===== config.mk =====
export PLATFORM = sky130hd
export DESIGN_NAME = ordered_key_value_table_top_flat
export DESIGN_NICKNAME = d
export VERILOG_FILES = /design/src/hw/rtl/okvt_pkg.sv /design/src/hw/rtl/okvt_req_if.sv /design/src/hw/rtl/okvt_rsp_if.sv /design/src/hw/rtl/okvt_cell.sv /design/src/hw/rtl/ordered_key_value_table_top.sv /design/src/flat_wrapper.sv
export SDC_FILE = /design/constraint.sdc
export NUM_CORES = 2
export LEC_CHECK = 0
export ABC_AREA = 1
export BUFFER_PORTS_ARGS = -buffer_cell sky130_fd_sc_hd__buf_4
export CORE_MARGIN = 2
export CORE_UTILIZATION = 30
export DETAILED_ROUTE_END_ITERATION = 12
export GPL_ROUTABILITY_DRIVEN = 1
export MAX_ROUTING_LAYER = met4
export PLACE_DENSITY_LB_ADDON = 0.3
export SYNTH_ARGS = -nofsm -noshare
export SYNTH_HDL_FRONTEND = slang
export SYNTH_SLANG_ARGS = --single-unit

===== constraint.sdc =====
create_clock -name clk_i -period 4.5 [get_ports clk_i]
set_clock_uncertainty 0.2 [all_clocks]
set_input_delay 0.225 -clock clk_i [delete_from_list [all_inputs] [get_ports clk_i]]
set_output_delay 0.225 -clock clk_i [all_outputs]
set_load 0.005 [all_outputs]

===== src/hw/rtl/okvt_pkg.sv =====
// Package for the ordered key-value table: sizes, request and status codes,
// and the command struct broadcast to the cell chain. No dependencies.
package okvt_pkg;

  localparam int unsigned TABLE_DEPTH = 16;
  localparam int unsigned KEY_WIDTH   = 32;
  localparam int unsigned VALUE_WIDTH = 32;

  // Port field widths
  localparam int unsigned REQ_W    = 3;
  localparam int unsigned KEY_W    = 32;
  localparam int unsigned WVAL_W   = 32;
  localparam int unsigned RVAL_W   = 32;
  localparam int unsigned POS_W    = 4;
  localparam int unsigned ECOUNT_W = 5;
  localparam int unsigned STATUS_W = 2;

  // Internal widths
  localparam int unsigned IDX_W = (TABLE_DEPTH > 1) ? $clog2(TABLE_DEPTH) : 1;
  localparam int unsigned CNT_W = $clog2(TABLE_DEPTH + 1);

  typedef logic [KEY_WIDTH-1:0]   key_t;
  typedef logic [VALUE_WIDTH-1:0] value_t;
  typedef logic [IDX_W-1:0]       idx_t;
  typedef logic [CNT_W-1:0]       cnt_t;

  typedef enum logic [REQ_W-1:0] {
    REQ_GET    = 3'd0,
    REQ_SET    = 3'd1,
    REQ_DELETE = 3'd2,
    REQ_CLEAR  = 3'd3,
    REQ_ACCESS = 3'd4
  } req_e;

  typedef enum logic [STATUS_W-1:0] {
    ST_OK      = 2'd0,
    ST_MISSING = 2'd1,
    ST_FULL    = 2'd2
  } status_e;

  // Lookup key plus the update decided for this transaction
  typedef struct packed {
    key_t   key;
    value_t wr_value;
    logic   shift_en;
    logic   append_en;
    logic   set_en;
  } cell_cmd_t;

endpackage


===== src/hw/rtl/okvt_req_if.sv =====
// Request channel interface of the ordered key-value table.
// Uses field widths from okvt_pkg.
interface okvt_req_if;
  logic                        valid;
  logic                        ready;
  logic [okvt_pkg::REQ_W-1:0]  req_type;
  logic [okvt_pkg::KEY_W-1:0]  key;
  logic [okvt_pkg::WVAL_W-1:0] write_value;

  modport source (output valid, req_type, key, write_value, input ready);
  modport sink   (input valid, req_type, key, write_value, output ready);
endinterface


===== src/hw/rtl/okvt_rsp_if.sv =====
// Response channel interface of the ordered key-value table.
// Uses field widths from okvt_pkg.
interface okvt_rsp_if;
  logic                          valid;
  logic                          ready;
  logic                          found;
  logic [okvt_pkg::RVAL_W-1:0]   read_value;
  logic [okvt_pkg::POS_W-1:0]    position;
  logic [okvt_pkg::ECOUNT_W-1:0] entry_count;
  logic [okvt_pkg::STATUS_W-1:0] status;

  modport source (output valid, found, read_value, position, entry_count, status,
                  input ready);
  modport sink   (input valid, found, read_value, position, entry_count, status,
                  output ready);
endinterface


===== src/hw/rtl/okvt_cell.sv =====
// One entry of the ordered key-value table: key and value registers, match
// logic and the hand-down path to its lower neighbor. Depends on okvt_pkg.
module okvt_cell (
  input  logic                clk_i,
  input  okvt_pkg::cell_cmd_t cmd_i,
  input  logic                used_i,     // entry lies below the fill count
  input  logic                tail_i,     // entry is the next free slot
  input  logic                hit_i,      // some lower-index entry matched
  input  okvt_pkg::key_t      next_key_i,
  input  okvt_pkg::value_t    next_val_i,
  output logic                hit_o,
  output logic                first_o,
  output okvt_pkg::key_t      key_o,
  output okvt_pkg::value_t    val_o
);

  okvt_pkg::key_t   key_q, key_d;
  okvt_pkg::value_t val_q, val_d;
  logic             match;

  assign match   = used_i && (key_q == cmd_i.key);
  assign first_o = match && !hit_i;
  assign hit_o   = hit_i || match;
  assign key_o   = key_q;
  assign val_o   = val_q;

  always_comb begin
    key_d = key_q;
    val_d = val_q;
    priority if (cmd_i.shift_en && hit_o) begin
      // close the gap left by the deleted entry
      key_d = next_key_i;
      val_d = next_val_i;
    end else if (cmd_i.append_en && tail_i) begin
      key_d = cmd_i.key;
      val_d = cmd_i.wr_value;
    end else if (cmd_i.set_en && first_o) begin
      val_d = cmd_i.wr_value;
    end
  end

  always_ff @(posedge clk_i) begin
    key_q <= key_d;
    val_q <= val_d;
  end

endmodule


===== src/hw/rtl/ordered_key_value_table_top.sv =====
// Top level of the ordered key-value table: a chain of okvt_cell entries,
// the fill count and the response register. Depends on okvt_pkg and the
// okvt_req_if / okvt_rsp_if interfaces.
//
//   channel  | direction | payload
//   ---------+-----------+---------------------------------------------------
//   req_i    | in        | req_type, key, write_value
//   rsp_o    | out       | found, read_value, position, entry_count, status
//
// All cells compare the key at once, the first match ripples along the
// hit chain, and the update (set, append or shift-down on delete) lands
// at the same edge that loads the response register.
// Reset clears the fill count and the response valid; entries are not cleared.
// A new request is taken while the response register is empty or being
// drained, so a stalled response holds the request side for as long as the
// stall lasts.
module ordered_key_value_table_top (
  input  logic              clk_i,
  input  logic              rst_ni,
  okvt_req_if.sink          req_i,
  okvt_rsp_if.source        rsp_o
);

  localparam int unsigned N = okvt_pkg::TABLE_DEPTH;

  okvt_pkg::cnt_t      count_q, count_d;
  okvt_pkg::cell_cmd_t cmd;
  okvt_pkg::req_e      req;
  logic                accept;

  logic [N:0]              hit_chain;
  logic [N-1:0]            first;
  logic [N-1:0]            used;
  logic [N-1:0]            tail;
  okvt_pkg::key_t          cell_key [N];
  okvt_pkg::value_t        cell_val [N];
  okvt_pkg::key_t          next_key [N];
  okvt_pkg::value_t        next_val [N];

  okvt_pkg::value_t        hit_val;
  okvt_pkg::idx_t          hit_idx;
  logic                    found;
  logic                    full;
  logic                    is_set;
  logic                    is_access;

  logic                    rsp_valid_q;
  logic                    found_q, found_d;
  okvt_pkg::value_t        rval_q, rval_d;
  okvt_pkg::idx_t          pos_q, pos_d;
  okvt_pkg::status_e       status_q, status_d;

  assign req_i.ready = !rsp_valid_q || rsp_o.ready;
  assign accept      = req_i.valid && req_i.ready;
  assign req         = okvt_pkg::req_e'(req_i.req_type);
  assign is_set      = (req == okvt_pkg::REQ_SET);
  assign is_access   = (req == okvt_pkg::REQ_ACCESS);
  assign full        = (count_q == okvt_pkg::cnt_t'(N));

  assign hit_chain[0] = 1'b0;
  assign found        = hit_chain[N];

  assign cmd.key       = okvt_pkg::key_t'(req_i.key);
  assign cmd.wr_value  = is_set ? okvt_pkg::value_t'(req_i.write_value) : '0;
  assign cmd.shift_en  = accept && (req == okvt_pkg::REQ_DELETE) && found;
  assign cmd.append_en = accept && (is_set || is_access) && !found && !full;
  assign cmd.set_en    = accept && is_set && found;

  for (genvar i = 0; i < N; i++) begin : g_cell
    assign used[i] = okvt_pkg::cnt_t'(i) < count_q;
    assign tail[i] = okvt_pkg::cnt_t'(i) == count_q;
    if (i == N - 1) begin : g_last
      assign next_key[i] = cell_key[i];
      assign next_val[i] = cell_val[i];
    end else begin : g_mid
      assign next_key[i] = cell_key[i+1];
      assign next_val[i] = cell_val[i+1];
    end

    okvt_cell u_cell (
      .clk_i      (clk_i),
      .cmd_i      (cmd),
      .used_i     (used[i]),
      .tail_i     (tail[i]),
      .hit_i      (hit_chain[i]),
      .next_key_i (next_key[i]),
      .next_val_i (next_val[i]),
      .hit_o      (hit_chain[i+1]),
      .first_o    (first[i]),
      .key_o      (cell_key[i]),
      .val_o      (cell_val[i])
    );
  end

  // At most one cell flags first, so OR the selected fields together
  always_comb begin
    hit_val = '0;
    hit_idx = '0;
    for (int i = 0; i < N; i++) begin
      if (first[i]) begin
        hit_val = hit_val | cell_val[i];
        hit_idx = hit_idx | okvt_pkg::idx_t'(i);
      end
    end
  end

  always_comb begin
    count_d  = count_q;
    found_d  = 1'b0;
    rval_d   = '0;
    pos_d    = '0;
    status_d = okvt_pkg::ST_OK;
    unique case (req)
      okvt_pkg::REQ_GET: begin
        if (found) begin
          found_d = 1'b1;
          rval_d  = hit_val;
          pos_d   = hit_idx;
        end else begin
          status_d = okvt_pkg::ST_MISSING;
        end
      end
      okvt_pkg::REQ_SET, okvt_pkg::REQ_ACCESS: begin
        if (found) begin
          found_d = 1'b1;
          rval_d  = is_set ? cmd.wr_value : hit_val;
          pos_d   = hit_idx;
        end else if (full) begin
          status_d = okvt_pkg::ST_FULL;
        end else begin
          rval_d  = cmd.wr_value;
          pos_d   = okvt_pkg::idx_t'(count_q);
          count_d = count_q + okvt_pkg::cnt_t'(1);
        end
      end
      okvt_pkg::REQ_DELETE: begin
        if (found) begin
          found_d = 1'b1;
          pos_d   = hit_idx;
          count_d = count_q - okvt_pkg::cnt_t'(1);
        end else begin
          status_d = okvt_pkg::ST_MISSING;
        end
      end
      okvt_pkg::REQ_CLEAR: begin
        count_d = '0;
      end
      default: begin
        // unused codes: no operation
      end
    endcase
  end

  always_ff @(posedge clk_i or negedge rst_ni) begin
    if (!rst_ni) begin
      count_q     <= '0;
      rsp_valid_q <= 1'b0;
    end else begin
      if (accept) begin
        count_q     <= count_d;
        rsp_valid_q <= 1'b1;
      end else if (rsp_o.ready) begin
        rsp_valid_q <= 1'b0;
      end
    end
  end

  always_ff @(posedge clk_i) begin
    if (accept) begin
      found_q  <= found_d;
      rval_q   <= rval_d;
      pos_q    <= pos_d;
      status_q <= status_d;
    end
  end

  assign rsp_o.valid       = rsp_valid_q;
  assign rsp_o.found       = found_q;
  assign rsp_o.read_value  = okvt_pkg::RVAL_W'(rval_q);
  assign rsp_o.position    = okvt_pkg::POS_W'(pos_q);
  assign rsp_o.entry_count = okvt_pkg::ECOUNT_W'(count_q);
  assign rsp_o.status      = status_q;

endmodule


===== src/flat_wrapper.sv =====
// flat-port wrapper written by rule: the top's interface ports become plain ports
module ordered_key_value_table_top_flat 
  (clk_i, rst_ni, req_i_valid, req_i_req_type, req_i_key, req_i_write_value, req_i_ready, rsp_o_valid, rsp_o_found, rsp_o_read_value, rsp_o_position, rsp_o_entry_count, rsp_o_status, rsp_o_ready);
  okvt_req_if req_i_i ();
  okvt_rsp_if rsp_o_i ();
  input  logic clk_i;
  input  logic rst_ni;
  input wire logic [$bits(req_i_i.valid)-1:0] req_i_valid;
  input wire logic [$bits(req_i_i.req_type)-1:0] req_i_req_type;
  input wire logic [$bits(req_i_i.key)-1:0] req_i_key;
  input wire logic [$bits(req_i_i.write_value)-1:0] req_i_write_value;
  output wire logic [$bits(req_i_i.ready)-1:0] req_i_ready;
  output wire logic [$bits(rsp_o_i.valid)-1:0] rsp_o_valid;
  output wire logic [$bits(rsp_o_i.found)-1:0] rsp_o_found;
  output wire logic [$bits(rsp_o_i.read_value)-1:0] rsp_o_read_value;
  output wire logic [$bits(rsp_o_i.position)-1:0] rsp_o_position;
  output wire logic [$bits(rsp_o_i.entry_count)-1:0] rsp_o_entry_count;
  output wire logic [$bits(rsp_o_i.status)-1:0] rsp_o_status;
  input wire logic [$bits(rsp_o_i.ready)-1:0] rsp_o_ready;
  assign req_i_i.valid = req_i_valid;
  assign req_i_i.req_type = req_i_req_type;
  assign req_i_i.key = req_i_key;
  assign req_i_i.write_value = req_i_write_value;
  assign req_i_ready = req_i_i.ready;
  assign rsp_o_valid = rsp_o_i.valid;
  assign rsp_o_found = rsp_o_i.found;
  assign rsp_o_read_value = rsp_o_i.read_value;
  assign rsp_o_position = rsp_o_i.position;
  assign rsp_o_entry_count = rsp_o_i.entry_count;
  assign rsp_o_status = rsp_o_i.status;
  assign rsp_o_i.ready = rsp_o_ready;
  ordered_key_value_table_top u_core (.clk_i(clk_i), .rst_ni(rst_ni), .req_i(req_i_i), .rsp_o(rsp_o_i));
endmodule

# == Word level (Yosys, flattened, before mapping) ==
# Index checks and enable logic that the tools add are counted.
# totals
ff_bits,1069
input_bits,71
output_inout_bits,46
elab_cells,403
# op_classes
add_sub_neg,2
order_cmp,16
n_eq_ne,39
mux,129
n_bitwise,16
n_reduce_logical,163
# op_table
cell,n
32-bit 2-to-1 mux,98
32-bit equality test,16
32-bit OR,15
1-bit logical AND,87
32-bit case mux with 2 select lines,1
3-bit nonzero test,16
4-bit 2-to-1 mux,11
"4-bit by 5-bit equality test with 1-bit output, first input constant",8
"4-bit by 5-bit less-than comparator with 1-bit output, first input constant",8
2-bit nonzero test,17
"3-bit by 5-bit equality test with 1-bit output, first input constant",4
"3-bit by 5-bit less-than comparator with 1-bit output, first input constant",4
1-bit logical NOT,18
1-bit logical OR,17
5-bit 2-to-1 mux,3
5-bit case mux with 3 select lines,1
3-bit 2-to-1 mux,4
"2-bit by 5-bit equality test with 1-bit output, first input constant",2
"1-bit by 5-bit less-than comparator with 1-bit output, first input constant",2
"2-bit by 5-bit less-than comparator with 1-bit output, first input constant",2
2-bit 2-to-1 mux,4
4-bit case mux with 2 select lines,1
"3-bit by 2-bit equality test with 1-bit output, second input constant",2
"5-bit by 1-bit adder with 5-bit output, second input constant",1
other kinds (16),23

# == Longest topological paths before layout ==
# logic_depth
depth_word,36
mapped_depth,26
depth_no_buf,24

# == Hierarchy ==
# A second synthesis with hierarchy kept.
# hier_totals
cells_unflattened,9298
hier_area_um2,67124.4
# modules_own_cells
module,instances,cells_each,area_each_um2,seq_area_each_um2
okvt_cell,16,498,3788.6,1921.8
ordered_key_value_table_top,1,1330,6506.2,1321.3

# == Worst setup path after synthesis ==
# Ideal clock, no wire load.
# synth_timing
path_type,flip-flop to flip-flop
start,"register u_core.count_q[1], in the netlist u_core.rsp_o.entry_count[1]"
end,register u_core.g_cell[9].u_cell.val_q[0] (enable)
setup_ps,561
arrival_time_ps,3327
required_ps,3739
setup_slack_ps,412
stages_incl_launch_ff,19
n_path_buf,3
period_less_slack_ps,4088
path_cell_list,dfrtp_1 > buf_6 > nor2_1 > nand2_1 > nor2_2 > inv_2 > nand2_1 > nand3b_2 > nand4_4 > nor2_4 > nand4_4 > nor2_4 > nand4_4 > nor2_4 > nand4_4 > buf_8 > nand3_4 > buf_2 > nand3_1
# synth_between
elab_chain_len,22
elab_cells_between_ends,61
classes_between,order compare (16); eq/ne (2); reduce/logical (43)
# synth_rtl
item,line_no,text
from (decl),ordered_key_value_table_top.sv:26,"okvt_pkg::cnt_t count_q, count_d;"
from (signal assigned),ordered_key_value_table_top.sv:160,count_q <= count_d;
1-bit by 5-bit less-than comparator with 1-bit output,ordered_key_value_table_top.sv:70,assign used[i] = okvt_pkg::cnt_t'(i) < count_q;
1-bit logical AND,okvt_cell.sv:21,assign match = used_i && (key_q == cmd_i.key);
1-bit logical OR (15 in series),okvt_cell.sv:23,assign hit_o = hit_i || match;
1-bit logical NOT,ordered_key_value_table_top.sv:66,assign cmd.append_en = accept && (is_set || is_access) && !found && !full;
1-bit logical AND (2 in series),ordered_key_value_table_top.sv:66,
1-bit logical AND,okvt_cell.sv:34,end else if (cmd_i.append_en && tail_i) begin
3-bit nonzero test (no line) *,--,
to (signal assigned),okvt_cell.sv:44,val_q <= val_d;
to (decl),okvt_cell.sv:18,"okvt_pkg::value_t val_q, val_d;"
# Mark *: on every way between the ends. The rest lies on a longest branch, timed or not.
# A chain may end at the register's enable or synchronous reset.

# == Final worst setup path ==
# layout_timing
start,input req_i_key[5]
end,register u_core.g_cell[8].u_cell.key_q[14] (data pin)
# layout_between
elab_chain_len,20
elab_cells_between_ends,50
classes_between,eq/ne (16); mux (1); reduce/logical (33)
# layout_rtl
item,line_no,text
from (decl),flat_wrapper.sv:10,input wire logic [$bits(req_i_i.key)-1:0] req_i_key;
32-bit equality test,okvt_cell.sv:21,
1-bit logical AND,okvt_cell.sv:21,
1-bit logical OR (15 in series),okvt_cell.sv:23,
1-bit logical AND,ordered_key_value_table_top.sv:65,assign cmd.shift_en = accept && (req == okvt_pkg::REQ_DELETE) && found;
1-bit logical AND *,okvt_cell.sv:30,priority if (cmd_i.shift_en && hit_o) begin
32-bit 2-to-1 mux *,okvt_cell.sv:30,
named net u_core.g_cell[8].u_cell.key_d[14],okvt_cell.sv:17,"okvt_pkg::key_t key_q, key_d;"
to (signal assigned),okvt_cell.sv:43,key_q <= key_d;
to (decl),okvt_cell.sv:17,
# Mark *: on every way through the listed nets, which the timed path passes. The rest lies on a longest branch.

==> metrics.md <==
| Metric | Value |
|---|---|
| Status | `finished clean` |
| Die Height | `457 µm` |
| Critical Path Sink Type | `flop` |
| Pwr dens | `343 nW/µm²` |
| VDD IR-drop max | `0.000339 V` |
| Post-Route Utilization | `35.1%` |
| Hold Path Class | `primary input to flop` |
| Initial core utilization | `30.2%` |
| Router iterations before antenna repair | `6` |
| Synthesized flop and latch total | `1069` |
| WHS | `77.0 ps` |
| Syn Area/Cell | `8.41 µm²` |
| R2R Path End | `u_core.g_cell[8].u_cell.key_o[14]$_DFFE_PP_` |
| Die area | `209000 µm²` |
| Crit share post-route | `97.3%` |
| R2r startpoint | `u_core.g_cell[4].u_cell.key_o[26]$_DFFE_PP_` |
| WL final | `245000 µm` |
| Clock buffer depth | `3` |
| Final setup TNS | `0 ps` |
| Grt met2 use | `35.0%` |
| Worst setup margin | `122 ps` |
| Hold path depth | `3` |
| Clk sink count | `1069` |
| Site Rows | `166` |
| Max-cap violations | `0` |
| Largest net degree at the start of global routing | `65` |
| Max FO, Critical Path | `48` |
| Htree depth | `4` |
| Sequential area share after synthesis | `52.0%` |
| Internal reg-to-reg setup slack | `190 ps` |
| Library cells used by synthesis | `51` |
| IO Count | `117` |
| Routed WL per cell | `23.7 µm` |
| Reg clk slew, reported paths | `60 ps` |
| Gpl congestion | `0.990` |
| DRC viols | `0` |
| Critical Path Source Type | `primary input` |
| IO buf count | `116` |
| Initial antenna violation count | `6` |
| Req. time, crit path | `4820 ps` |
| Reg2Reg Depth | `18` |
| Commonest non-fill, non-tap cell in the layout | `nand2_1` |
| Clock root cell | `clkbuf_16` |
| Final nets | `7617` |
| Fmax | `228 MHz` |
| DP Worst Slack | `15.1 ps` |
| Placed wire-length estimate | `185000 µm` |
| Fin. Hold Viols | `0` |
| HP Start | `req_i_write_value[17]` |
| Syn Nets | `7411` |
| Vias | `51300` |
| Total CTS buffers | `134` |
| Vias/cell | `4.97` |
| Least-Margin Pin Slew | `923 ps` |
| Area after DPL | `67100 µm²` |
| Setup repair after global routing missed its margin | `no` |
| Grt ovf | `0` |
| Area Growth Syn to Fin | `16.4%` |
| CORE AREA | `205000 µm²` |
| First-pass GRT wire length | `350000 µm` |
| Layout cells sized above 1 | `9.59%` |
| Critical path arrival | `4690 ps` |
| Number of DRC markers in iteration 0 | `6160` |
| Slew Limit Fails | `0` |
| Cell count after synthesis | `7335` |
| GR Util All Layers | `23.5%` |
| Leakage power | `31.3 nW` |
| Vias in the first global route | `48100` |
| Antenna-violating nets left | `0` |
| Relative slew slack | `38.4%` |
| GRT met1 Usage | `33.4%` |
| TritonCTS clock tree | `built` |
| Fin crit period | `4380 ps` |
| Design Area, Final | `71800 µm²` |
| Placed cells | `10000` |
| Power, Total | `24.6 mW` |
| Most frequent cells in the layout | `nand2_1 (1559), inv_1 (1181), edfxtp_1 (1063)` |
| Die W | `457 µm` |
| WS Path Type | `primary input to flop` |
| Clock Latency Late Sink | `800 ps` |
| Routing usage on met3 | `2.68%` |
| Hold Path End | `u_core.g_cell[13].u_cell.val_o[17]$_DFFE_PP_` |
| Yosys warning total | `0` |
| Setup-failing EPs final | `0` |
| Layer with the highest usage | `met2` |
| Fin cells | `10300` |
| Syn Std Cell Area | `61700 µm²` |
power by group:
group	internal (mW)	switching, mW
sequential	11.1	0.112
combinational	0.874	2.06
clock	6.02	4.46
total	18.0	6.63
Yosys cell counts, drive strengths merged:
library cell / n / share of area (%)
a21oi: 7 / 0.063
nor4b: 11 / 0.16
xnor2: 227 / 3.2
nor3: 79 / 0.66
and2: 6 / 0.061
or3: 3 / 0.030
and3: 5 / 0.051
nand3b: 17 / 0.21
inv: 1210 / 7.4
edfxtp: 1063 / 52
clkbuf: 115 / 0.70
xor2: 66 / 0.94
nand2b: 2 / 0.020
dfrtp: 6 / 0.24
or2: 10 / 0.10
nand2: 1565 / 9.5
clkinv: 4 / 0.024
nand3: 536 / 4.7
nor3b: 9 / 0.11
or4: 2 / 0.024
o2111ai: 11 / 0.16
a2111oi: 2 / 0.028
a211oi: 2 / 0.024
o22ai: 3 / 0.030
nor2: 718 / 4.5
buf: 299 / 3.2
nand4: 273 / 3.0
nor4: 88 / 0.89
nor2b: 1 / 0.010
o21ai: 990 / 8.0
ha: 5 / 0.10
worst max path at each step:
stage | cells past startpoint | slack (ps) | startpoint | endpoint
after floorplan | 18 | 410 | u_core.rsp_o.entry_count[1]$_DFFE_PN0P_ | u_core.g_cell[9].u_cell.val_o[0]$_DFFE_PP_
final | 19 | 120 | req_i_key[5] | u_core.g_cell[8].u_cell.key_o[14]$_DFFE_PP_
after global routing | 21 | 30 | req_i_key[5] | u_core.rsp_o.read_value[15]$_DFFE_PP_
after global placement | 15 | -50 | req_i_key[31] | u_core.g_cell[7].u_cell.key_o[11]$_DFFE_PP_
after detailed placement | 18 | 20 | req_i_key[2] | u_core.g_cell[4].u_cell.key_o[9]$_DFFE_PP_
after CTS | 21 | 70 | u_core.rsp_o.entry_count[1]$_DFFE_PN0P_ | u_core.g_cell[4].u_cell.key_o[21]$_DFFE_PP_
registers in the layout (all words and copies together), names as in the netlist:
| name | count |
|---|---|
| u_core.rsp_o.status | 2 |
| u_core.g_cell.u_cell.key_o | 512 |
| u_core.rsp_o.entry_count | 5 |
| u_core.g_cell.u_cell.val_o | 512 |
| u_core.rsp_o.position | 4 |
| u_core.rsp_o.found | 1 |
| u_core.rsp_o.valid | 1 |
| u_core.rsp_o.read_value | 32 |
per-layer routing:
layer	vias up	routed length, µm
li1	24600	-
met1	24400	114000
met2	2052	108000
met3	303	15600
met4	0	7030
met5	-	0
final cells by class:
type / count / area (µm²)
tap: 2688 / 3360
antenna: 5 / 12.5
inverter: 1214 / 4560
clock inverter: 66 / 553
sequential: 1069 / 32100
clock buffer: 170 / 3570
fill: 21000 / 133000
multi-input combinational: 4638 / 22700
timing repair buffer: 484 / 4950
worst max-delay path, stage by stage:
cell and delay (ps):
dlygate4sd3_1 550, buf_4 200, buf_4 270, xnor2_1 660
nand2_1 170, nor2_1 120, nand4_1 170, nor2_1 450
buf_4 220, nor2_4 40, nand4_4 90, nor2_4 60
nand4_4 110, nor2_4 70, nand4_4 110, buf_12 230
nand3_4 160, buf_12 220, o21ai_0 460
cells by family after synthesis:
family                     count (synthesis)  synth area share [%]
AOI/OAI and AO/OA                       1015                  8.33
xor gates and xnor gates                 293                  4.16
adders and majority gates                  5                 0.101
buffers and inverters                   1628                  11.3
DFF                                     1069                  52.0
and+or+nand+nor                         3325                  24.1
what timing repair did:
action | CTS | global route
hold buffers | 41 | 0
setup buffers | 0 | 1
setup endpoints to repair | 0 | 1029
endpoints found under the hold margin | 385 | 0
gates resized for setup | 0 | 12
No activity file was read; power rests on OpenSTA's default activity.
